## src/hdl/lbp_contrast_3x3_defines.svh

```systemverilog
// Assertion macros for the LBP/C block.
// Uses the clk and rst names of the module that takes this header.
`ifndef LBP_CONTRAST_3X3_DEFINES_SVH
`define LBP_CONTRAST_3X3_DEFINES_SVH

`ifndef SYNTHESIS
`define LBPC_ASSERT(lbl, prop) \
  lbl: assert property (@(posedge clk) disable iff (rst) prop) \
    else $error("lbp_contrast_3x3 assertion failed");
`define LBPC_ASSERT_IMPL(lbl, pre, post) \
  `LBPC_ASSERT(lbl, (pre) |-> (post))
`else
`define LBPC_ASSERT(lbl, prop)
`define LBPC_ASSERT_IMPL(lbl, pre, post)
`endif

`endif

```

## src/hdl/lbpc_pkg.sv

```systemverilog
// Shared types, widths and reciprocal table of the LBP/C block.
// No dependencies.
package lbpc_pkg;

  localparam int PIXEL_BITS  = 8;
  localparam int PIX_W       = 8;
  localparam int NBR         = 8;
  localparam int SUM_W       = PIX_W + 3;
  localparam int CNT_W       = 4;
  localparam int FRAC_BITS   = 8;
  localparam int NUM_W       = SUM_W + FRAC_BITS;
  localparam int RECIP_SHIFT = 24;
  localparam int RECIP_W     = RECIP_SHIFT + 1;
  localparam int PROD_W      = NUM_W + RECIP_W;
  localparam int MEAN_W      = 17;
  localparam int CONTRAST_W  = 16;

  localparam logic [PIX_W-1:0] PIX_MASK = PIX_W'((1 << PIXEL_BITS) - 1);
  localparam logic [CONTRAST_W-1:0] CONTRAST_MAX = '1;

  typedef struct packed {
    logic [PIX_W-1:0] center_pixel;
    logic [PIX_W-1:0] pix_top_left;
    logic [PIX_W-1:0] pix_top;
    logic [PIX_W-1:0] pix_top_right;
    logic [PIX_W-1:0] pix_left;
    logic [PIX_W-1:0] pix_right;
    logic [PIX_W-1:0] pix_bottom_left;
    logic [PIX_W-1:0] pix_bottom;
    logic [PIX_W-1:0] pix_bottom_right;
  } win_t;

  typedef struct packed {
    logic [PIX_W-1:0]      lbp_code;
    logic [CONTRAST_W-1:0] contrast_q8;
  } result_t;

  // ceil(2^24 / count), exact floor division for numerators below 2^19
  function automatic logic [RECIP_W-1:0] recip(input logic [CNT_W-1:0] count);
    logic [RECIP_W-1:0] r;
    unique case (count)
      4'd1:    r = 25'd16777216;
      4'd2:    r = 25'd8388608;
      4'd3:    r = 25'd5592406;
      4'd4:    r = 25'd4194304;
      4'd5:    r = 25'd3355444;
      4'd6:    r = 25'd2796203;
      4'd7:    r = 25'd2396746;
      4'd8:    r = 25'd2097152;
      default: r = '0;
    endcase
    return r;
  endfunction

endpackage

```

## src/hdl/lbp_contrast_3x3.sv

```systemverilog
// LBP/C top level: four-stage pipeline from 3x3 window to code and contrast.
// Depends on lbpc_pkg and lbp_contrast_3x3_defines.svh.
//
// One window beat is accepted per cycle while window_ready is high. Its result
// passes through every register stage in order. The four register stages are
// compare, group sums and counts, reciprocal multiply for each group mean, then
// difference into the output register. The pipeline advances as a whole whenever
// the output register is empty or being taken. The sustained rate is one window
// per cycle while result_ready stays high.
`include "lbp_contrast_3x3_defines.svh"

module lbp_contrast_3x3 (
  input  logic             clk,
  input  logic             rst,
  input  logic             window_valid,
  output logic             window_ready,
  input  lbpc_pkg::win_t   window,
  output logic             result_valid,
  input  logic             result_ready,
  output lbpc_pkg::result_t result
);

  logic en;
  logic [lbpc_pkg::PIX_W-1:0] nbr [lbpc_pkg::NBR];
  logic [lbpc_pkg::PIX_W-1:0] center;

  logic                       v1;
  logic [lbpc_pkg::PIX_W-1:0] s1_code;
  logic [lbpc_pkg::PIX_W-1:0] s1_hi [lbpc_pkg::NBR];
  logic [lbpc_pkg::PIX_W-1:0] s1_lo [lbpc_pkg::NBR];

  logic                       v2;
  logic [lbpc_pkg::PIX_W-1:0] s2_code;
  logic [lbpc_pkg::SUM_W-1:0] s2_sum_hi, s2_sum_lo;
  logic [lbpc_pkg::CNT_W-1:0] s2_cnt_hi, s2_cnt_lo;
  logic [lbpc_pkg::SUM_W-1:0] sum_hi_next, sum_lo_next;
  logic [lbpc_pkg::CNT_W-1:0] cnt_hi_next;

  logic                        v3;
  logic [lbpc_pkg::PIX_W-1:0]  s3_code;
  logic [lbpc_pkg::MEAN_W-1:0] s3_mean_hi, s3_mean_lo;
  logic                        s3_has_hi, s3_has_lo;
  logic [lbpc_pkg::PROD_W-1:0] prod_hi, prod_lo;

  logic [lbpc_pkg::MEAN_W-1:0] contrast_wide;

  assign en           = !result_valid || result_ready;
  assign window_ready = en;

  assign center = window.center_pixel & lbpc_pkg::PIX_MASK;
  assign nbr[0] = window.pix_top_left     & lbpc_pkg::PIX_MASK;
  assign nbr[1] = window.pix_top          & lbpc_pkg::PIX_MASK;
  assign nbr[2] = window.pix_top_right    & lbpc_pkg::PIX_MASK;
  assign nbr[3] = window.pix_left         & lbpc_pkg::PIX_MASK;
  assign nbr[4] = window.pix_right        & lbpc_pkg::PIX_MASK;
  assign nbr[5] = window.pix_bottom_left  & lbpc_pkg::PIX_MASK;
  assign nbr[6] = window.pix_bottom       & lbpc_pkg::PIX_MASK;
  assign nbr[7] = window.pix_bottom_right & lbpc_pkg::PIX_MASK;

  // compare and split into groups
  always_ff @(posedge clk) begin
    if (rst) begin
      v1 <= 1'b0;
    end else if (en) begin
      v1 <= window_valid;
    end
    if (en) begin
      for (int k = 0; k < lbpc_pkg::NBR; k++) begin
        s1_code[k] <= (nbr[k] >= center);
        s1_hi[k]   <= (nbr[k] >= center) ? nbr[k] : '0;
        s1_lo[k]   <= (nbr[k] >= center) ? '0 : nbr[k];
      end
    end
  end

  always_comb begin
    sum_hi_next = '0;
    sum_lo_next = '0;
    cnt_hi_next = '0;
    for (int k = 0; k < lbpc_pkg::NBR; k++) begin
      sum_hi_next = sum_hi_next + lbpc_pkg::SUM_W'(s1_hi[k]);
      sum_lo_next = sum_lo_next + lbpc_pkg::SUM_W'(s1_lo[k]);
      cnt_hi_next = cnt_hi_next + lbpc_pkg::CNT_W'(s1_code[k]);
    end
  end

  // group sums and counts
  always_ff @(posedge clk) begin
    if (rst) begin
      v2 <= 1'b0;
    end else if (en) begin
      v2 <= v1;
    end
    if (en) begin
      s2_code   <= s1_code;
      s2_sum_hi <= sum_hi_next;
      s2_sum_lo <= sum_lo_next;
      s2_cnt_hi <= cnt_hi_next;
      s2_cnt_lo <= lbpc_pkg::CNT_W'(lbpc_pkg::NBR) - cnt_hi_next;
    end
  end

  assign prod_hi = lbpc_pkg::PROD_W'({s2_sum_hi, {lbpc_pkg::FRAC_BITS{1'b0}}})
                 * lbpc_pkg::PROD_W'(lbpc_pkg::recip(s2_cnt_hi));
  assign prod_lo = lbpc_pkg::PROD_W'({s2_sum_lo, {lbpc_pkg::FRAC_BITS{1'b0}}})
                 * lbpc_pkg::PROD_W'(lbpc_pkg::recip(s2_cnt_lo));

  // group means
  always_ff @(posedge clk) begin
    if (rst) begin
      v3 <= 1'b0;
    end else if (en) begin
      v3 <= v2;
    end
    if (en) begin
      s3_code    <= s2_code;
      s3_mean_hi <= prod_hi[lbpc_pkg::RECIP_SHIFT +: lbpc_pkg::MEAN_W];
      s3_mean_lo <= prod_lo[lbpc_pkg::RECIP_SHIFT +: lbpc_pkg::MEAN_W];
      s3_has_hi  <= (s2_cnt_hi != '0);
      s3_has_lo  <= (s2_cnt_lo != '0);
    end
  end

  always_comb begin
    priority if (s3_has_hi && s3_has_lo) begin
      contrast_wide = s3_mean_hi - s3_mean_lo;
    end else if (s3_has_hi) begin
      contrast_wide = s3_mean_hi;
    end else begin
      contrast_wide = s3_mean_lo;
    end
  end

  // output register
  always_ff @(posedge clk) begin
    if (rst) begin
      result_valid <= 1'b0;
    end else if (en) begin
      result_valid <= v3;
    end
    if (en) begin
      result.lbp_code    <= s3_code;
      result.contrast_q8 <= (contrast_wide > lbpc_pkg::MEAN_W'(lbpc_pkg::CONTRAST_MAX))
                            ? lbpc_pkg::CONTRAST_MAX
                            : contrast_wide[lbpc_pkg::CONTRAST_W-1:0];
    end
  end

  `LBPC_ASSERT(a_accept_enters, (window_valid && window_ready) |=> v1)
  `LBPC_ASSERT_IMPL(a_empty_group_sum, v2 && (s2_cnt_hi == '0), s2_sum_hi == '0)
  `LBPC_ASSERT_IMPL(a_mean_order, v3 && s3_has_hi && s3_has_lo, s3_mean_lo < s3_mean_hi)

endmodule

```

## config.mk

```make
export PLATFORM = sky130hd
export DESIGN_NAME = lbp_contrast_3x3
export DESIGN_NICKNAME = d
export VERILOG_FILES = /design/src/hdl/lbpc_pkg.sv /design/src/hdl/lbp_contrast_3x3.sv
export VERILOG_INCLUDE_DIRS = /design/src /design/src/hdl
export SDC_FILE = /design/constraint.sdc
export NUM_CORES = 2
export LEC_CHECK = 0
export BUFFER_PORTS_ARGS = -buffer_cell sky130_fd_sc_hd__buf_2
export CAP_MARGIN = 10
export CORE_UTILIZATION = 40
export CTS_BUF_LIST = sky130_fd_sc_hd__clkbuf_8 sky130_fd_sc_hd__clkbuf_16
export DETAILED_ROUTE_END_ITERATION = 10
export SLEW_MARGIN = 20
export SYNTH_ARGS = -nofsm -noshare
export SYNTH_HDL_FRONTEND = slang
export SYNTH_SLANG_ARGS = --single-unit
```

## constraint.sdc

```tcl
create_clock -name clk -period 11.85 [get_ports clk]
set_input_delay 1.185 -clock clk [delete_from_list [all_inputs] [get_ports clk]]
set_output_delay 1.185 -clock clk [all_outputs]
set_load 0.05 [all_outputs]
```

# ---- Word level (Yosys, flattened, before mapping)
# Memory sizes are Yosys's and may differ from the RTL's. A register that Yosys moved wholly into a read port is not among the register bits.
# Cells that the tools add are included.
dict set report classes {
  add_sub_neg 23
  mul 2
  magnitude_cmp 9
  mux 22
  n_reduce_logical 5
}
# op count
set ops {}
lappend ops {{$mux 8} 16}
lappend ops {{$add 11x8->11} 8}
lappend ops {{$mul 11x25->33} 2}
lappend ops {{$ge 8x8->1} 8}
lappend ops {{$mux 17} 2}
lappend ops {{$add 10x8->11} 2}
lappend ops {{$add 9x8->10} 2}
lappend ops {{$add 8x8->9} 2}
lappend ops {{$gt 17x16->1 const B} 1}
lappend ops {{$sub 17x17->17} 1}
lappend ops {{$add 4x1->4} 4}
lappend ops {{$mux 4} 2}
lappend ops {{$reduce_bool 4->1} 2}
lappend ops {{$add 3x1->4} 1}
lappend ops {{$sub 4x4->4 const A} 1}
lappend ops {{$add 2x1->3} 1}
lappend ops {{$add 1x1->2} 1}
lappend ops {{$mux 1} 2}
lappend ops {{$logic_and 1x1->1} 1}
lappend ops {{$logic_not 1->1} 1}
lappend ops {{$logic_or 1x1->1} 1}
dict set report totals {
  regBits 118
  mem_bits_rw 128
  rom_bits 800
  inputBits 76
  out_inout_bits 26
  word_cells 82
  memories 4
}
# name depth width rd rd_ports_with_merged_regs write_ports line_no
set mem_list {}
lappend mem_list {{(no name shown)} 16 25 1 1 0 lbpc_pkg.sv:41} ;# unique case (count)
lappend mem_list {{(no name shown)} 16 25 1 1 0 lbpc_pkg.sv:41}
lappend mem_list {s1_hi 8 8 8 0 8 lbp_contrast_3x3.sv:29} ;# logic [lbpc_pkg::PIX_W-1:0] s1_hi [lbpc_pkg::NBR];
lappend mem_list {s1_lo 8 8 8 0 8 lbp_contrast_3x3.sv:30} ;# logic [lbpc_pkg::PIX_W-1:0] s1_lo [lbpc_pkg::NBR];

# ---- Depth between registers and ports, before layout
dict set report depth {
  ltp_word 9
  mapped_depth 22
}

# ---- Least setup slack after synthesis
# Ideal clock, no wire load.
dict set report synth_path {
  kind {input-to-reg}
  start {input result_ready}
  end {register with a tool-made name}
  t_arrival_ns 5.420
  required_time_ns 11.712
  slack_ns 6.292
  stages 7
  path_buffers 1
  cell_sequence {nor2b_1 > clkbuf_1 > inv_2 > mux2i_1 > and2_1 > nand2_1 > o21ai_0}
}
# element line_no
set synth_lines {}
lappend synth_lines {{from (decl)} lbp_contrast_3x3.sv:19} ;# input logic result_ready,

# ---- Worst setup path in the final report
dict set report layout_path {
  start {register s2_sum_hi[7] (netlist bit)}
  end {register s3_mean_hi[16] (netlist bit) (data pin)}
}
dict set report layout_between {
  elab_chain_cells 1
}
# element line_no
set layout_lines {}
lappend layout_lines {{from (decl)} lbp_contrast_3x3.sv:34} ;# logic [lbpc_pkg::SUM_W-1:0] s2_sum_hi, s2_sum_lo;
lappend layout_lines {{from (signal assigned)} lbp_contrast_3x3.sv:96} ;# s2_sum_hi <= sum_hi_next;
lappend layout_lines {{$mul 11x25->33} lbp_contrast_3x3.sv:104} ;# * lbpc_pkg::PROD_W'(lbpc_pkg::recip(s2_cnt_hi));
lappend layout_lines {{via prod_hi (one bit)} lbp_contrast_3x3.sv:43} ;# logic [lbpc_pkg::PROD_W-1:0] prod_hi, prod_lo;
lappend layout_lines {{to (signal assigned)} lbp_contrast_3x3.sv:117} ;# s3_mean_hi <= prod_hi[lbpc_pkg::RECIP_SHIFT +: lbpc_pkg::MEAN_W];
lappend layout_lines {{to (decl)} lbp_contrast_3x3.sv:41} ;# logic [lbpc_pkg::MEAN_W-1:0] s3_mean_hi, s3_mean_lo;
# The timed path passes the listed nets, and every way through them passes these cells.
# A chain may end at the register's enable or synchronous reset.

==> impl_metrics.py <==
metrics = {
    "routing": {
        "ant_nets": 0,
        "finalWirelength_um": 76120,
        "avgRoutedWirePerCell_um": 20.61,
        "drt_pass1_iterations": 5,
        "dr_total_vias": 18390,
        "drc": 0,
        "vias_per_cell": 4.979,
        "drt-initial-drc-count": 1351,
    },
    "cells_and_area": {
        "drive_gt1_frac": 0.06139,
        "utilization": 0.4417,
        "final_nets": 3514,
        "antennaDiodeCount": 0,
        "syn2layout_area_growth_pct": 8.493,
        "final_common_cell": "inv_1",
        "final_cell_mix": "655 x inv_1, 473 x fa_1, 241 x nand2_1, 241 x edfxtp_1, 234 x ha_1",
    },
    "setup_path": {
        "timing.rr.end": "s3_mean_hi[16]",
        "setup.worst_path.start": "s2_sum_hi[7]",
        "path_common_cell": "fa_1",
        "crit_chain": "nand2_1 -> fa_1 -> inv_1 -> fa_1 -> fa_1 -> fa_1 -> inv_1 -> fa_1 -> inv_1 -> ha_1 -> and4_1 -> o211a_1 -> nand3_1 -> a31o_2 -> o21ai_1 -> a21o_1 -> nor4_1 -> or3_1",
        "path_max_fanout": 13,
        "crit_path_end": "s3_mean_hi[16]",
        "cp_data_arrival_time_ns": 6.64,
        "worstSetupPathType": "flip-flop to flip-flop",
        "endpoint_kind": "flip-flop",
        "rr_startpoint": "s2_sum_hi[7]",
        "required_ns": 12.16,
        "critPathSlowestCell": "edfxtp_1",
        "r2r_cells": 18,
        "cp_top_family": "adder cells",
        "ff2ff_setup_slack_ns": 5.52,
        "cp.depth": 18,
        "crit_buf_inv": 3,
        "slowest_delay_ns": 0.77,
        "worstSetupStartpointType": "flip-flop",
    },
    "floorplanning": {
        "die_w_um": 270.1,
        "dieArea_um2": 72970,
        "placementRows": 97,
        "start_util": 0.4071,
        "core_area_um2": 70640,
        "boundaryPins": 102,
        "die_h_um": 270.1,
    },
    "sta": {
        "fmax_ghz": 0.1580,
        "hold_viol_final": 0,
        "finalSetupViolations": 0,
        "period_share": 0.5342,
        "rsz0062_at_grt": "false",
        "setup_ws_ns": 5.519,
        "slew_headroom": 0.3219,
        "slew_viol_final": 0,
        "tns_ns": 0,
        "period_minus_slack_ns": 6.331,
        "clock_skew_ns": 0.02789,
        "worst_pin_slew_ns": 1.017,
    },
    "clock_network": {
        "post_cts_buffers": 0,
        "htree_levels": 1,
        "postCtsHoldBufs": 0,
        "numCtsBuffers": 29,
        "cts_tree": "yes",
        "cts_root_buf": "clkbuf_16",
        "clk_latency_ns": 0.59,
        "path_clk_slew_ns": 0.06,
        "cts_sinks": 271,
        "cts_resized": 0,
        "clk_path_buf_depth": 3,
    },
    "yosys": {
        "synth.distinct_cells": 60,
        "synth-edff-count": 241,
        "ys.flop_type": "edfxtp_1",
        "synth-async-reset-ratio": 0,
        "ys_seq_area_frac": 0.2725,
        "yosys_warnings": 0,
        "avgSynthCellArea_um2": 10.80,
        "syn_inst": 2664,
        "ys_ff_latch": 271,
        "netlist_area_um2": 28760,
        "syn_nets": 3447,
    },
    "placed_design": {
        "port_buffers": 101,
        "gp_congestion": 0.9905,
        "place_ws_ns": 5.470,
        "dp_hpwl_um": 63970,
    },
    "outcome": {
        "outcome": "finished clean",
    },
    "hold_path": {
        "hp-start": "s2_code[5]",
        "min_path_type": "flip-flop to flip-flop",
    },
    "grt": {
        "grt_pass1_vias": 19990,
        "grt_max_degree": 78,
        "antenna_found_initial": 1,
        "grt_overflow": 0,
        "grt_pass1_wl_um": 117000,
        "grt_use_total": 0.2111,
    },
    "flow_run": {
        "maxCapViolCount": 0,
    },
}
-- layer usage --
| metal | track usage | routed length (µm) | up-vias |
|---|---|---|---|
| met1 | 0.2867 | 33670 | 9270 |
| met3 | 0.02596 | 4037 | 99 |
| met4 | 0.04904 | 1914 | 2 |
| li1 | - | - | 8493 |
| met2 | 0.3594 | 36490 | 524 |
| met5 | 0 | 12 | - |
-- metrics by stage --
stage	hold WS [ns]	area (µm²)	std cells
finish	0.4179	31200	3693
global route	0.4245	31200	3693
CTS	0.4200	31200	3693
detailed placement	0.4051	30230	3640
global placement	0.4090	30220	3640
floorplan	0.4003	28760	2664
-- synthesized netlist by cell type, drive strengths merged, types with 2 or more instances --
library cell | n | area (µm²)
edfxtp | 241 | 7237
o41ai | 2 | 25.03
a21o | 63 | 473.0
xor2 | 23 | 201.4
buf | 9 | 51.30
o21bai | 8 | 60.06
inv | 651 | 2444
a31oi | 7 | 43.79
nand4 | 5 | 31.28
a21oi | 61 | 305.3
xnor2 | 49 | 429.2
o21a | 70 | 525.5
clkbuf | 66 | 247.7
or4 | 4 | 30.03
nor2b | 6 | 37.54
nand2b | 16 | 100.1
o311ai | 4 | 52.56
mux2i | 9 | 90.09
nor4 | 4 | 25.02
nor3 | 20 | 100.1
nand3b | 5 | 37.54
dfxtp | 30 | 600.6
nand3 | 8 | 40.04
a311oi | 3 | 26.28
and3 | 10 | 62.56
a21boi | 2 | 15.01
or2 | 3 | 18.77
and2 | 102 | 638.1
o21ai | 45 | 225.2
nand4b | 2 | 17.52
o22ai | 4 | 25.02
ha | 234 | 2928
or3 | 5 | 31.28
and4 | 3 | 26.28
o2111ai | 5 | 43.79
fa | 473 | 9469
o31ai | 4 | 30.03
nor3b | 58 | 435.4
nor2 | 72 | 270.3
nand2 | 241 | 904.6
o211ai | 9 | 67.56
a211oi | 17 | 232.7
-- flip-flops by register name (all words and copies together), names as in the netlist, named ones only --
name / count
s1_hi: 64
s1_lo: 64
result: 24
s3_mean_hi: 17
s3_mean_lo: 17
s2_sum_hi: 11
s2_sum_lo: 11
s1_code: 8
s2_code: 8
s3_code: 8
s2_cnt_hi: 4
s2_cnt_lo: 3
result_valid: 1
s3_has_hi: 1
s3_has_lo: 1
v1: 1
v2: 1
v3: 1
-- logic make-up (layout without fill, tap and decap cells) --
group	Yosys count	count (layout)	share of synthesized area
mux	10	10	0.003524
compound gates	314	314	0.07801
xor+xnor	72	72	0.02193
simple gates	564	564	0.09759
buf+inv	726	815	0.09537
flops	271	271	0.2725
fa+ha+maj	707	707	0.4311
-- worst min-delay path by stage --
stage	end	cells past startpoint	slack, ns
floorplan	result[16]	0	0.40
global placement	result[16]	0	0.41
detailed placement	result[20]	0	0.41
CTS	s3_code[5]	0	0.42
global route	result[22]	0	0.42
finish	s3_code[5]	0	0.42
-- layout make-up --
type	count	area, µm²
Timing Repair Buffer	111	580.6
Sequential cell	271	7838
Fill cell	6740	39430
Multi-Input combinational cell	1667	18190
Inverter	651	2451
Clock buffer	29	725.7
Clock inverter	24	244.0
Tap cell	940	1176
Power is left out: the tool's default activity adds up to more than one toggle a clock period on the data nets, which glitch-free logic cannot reach.
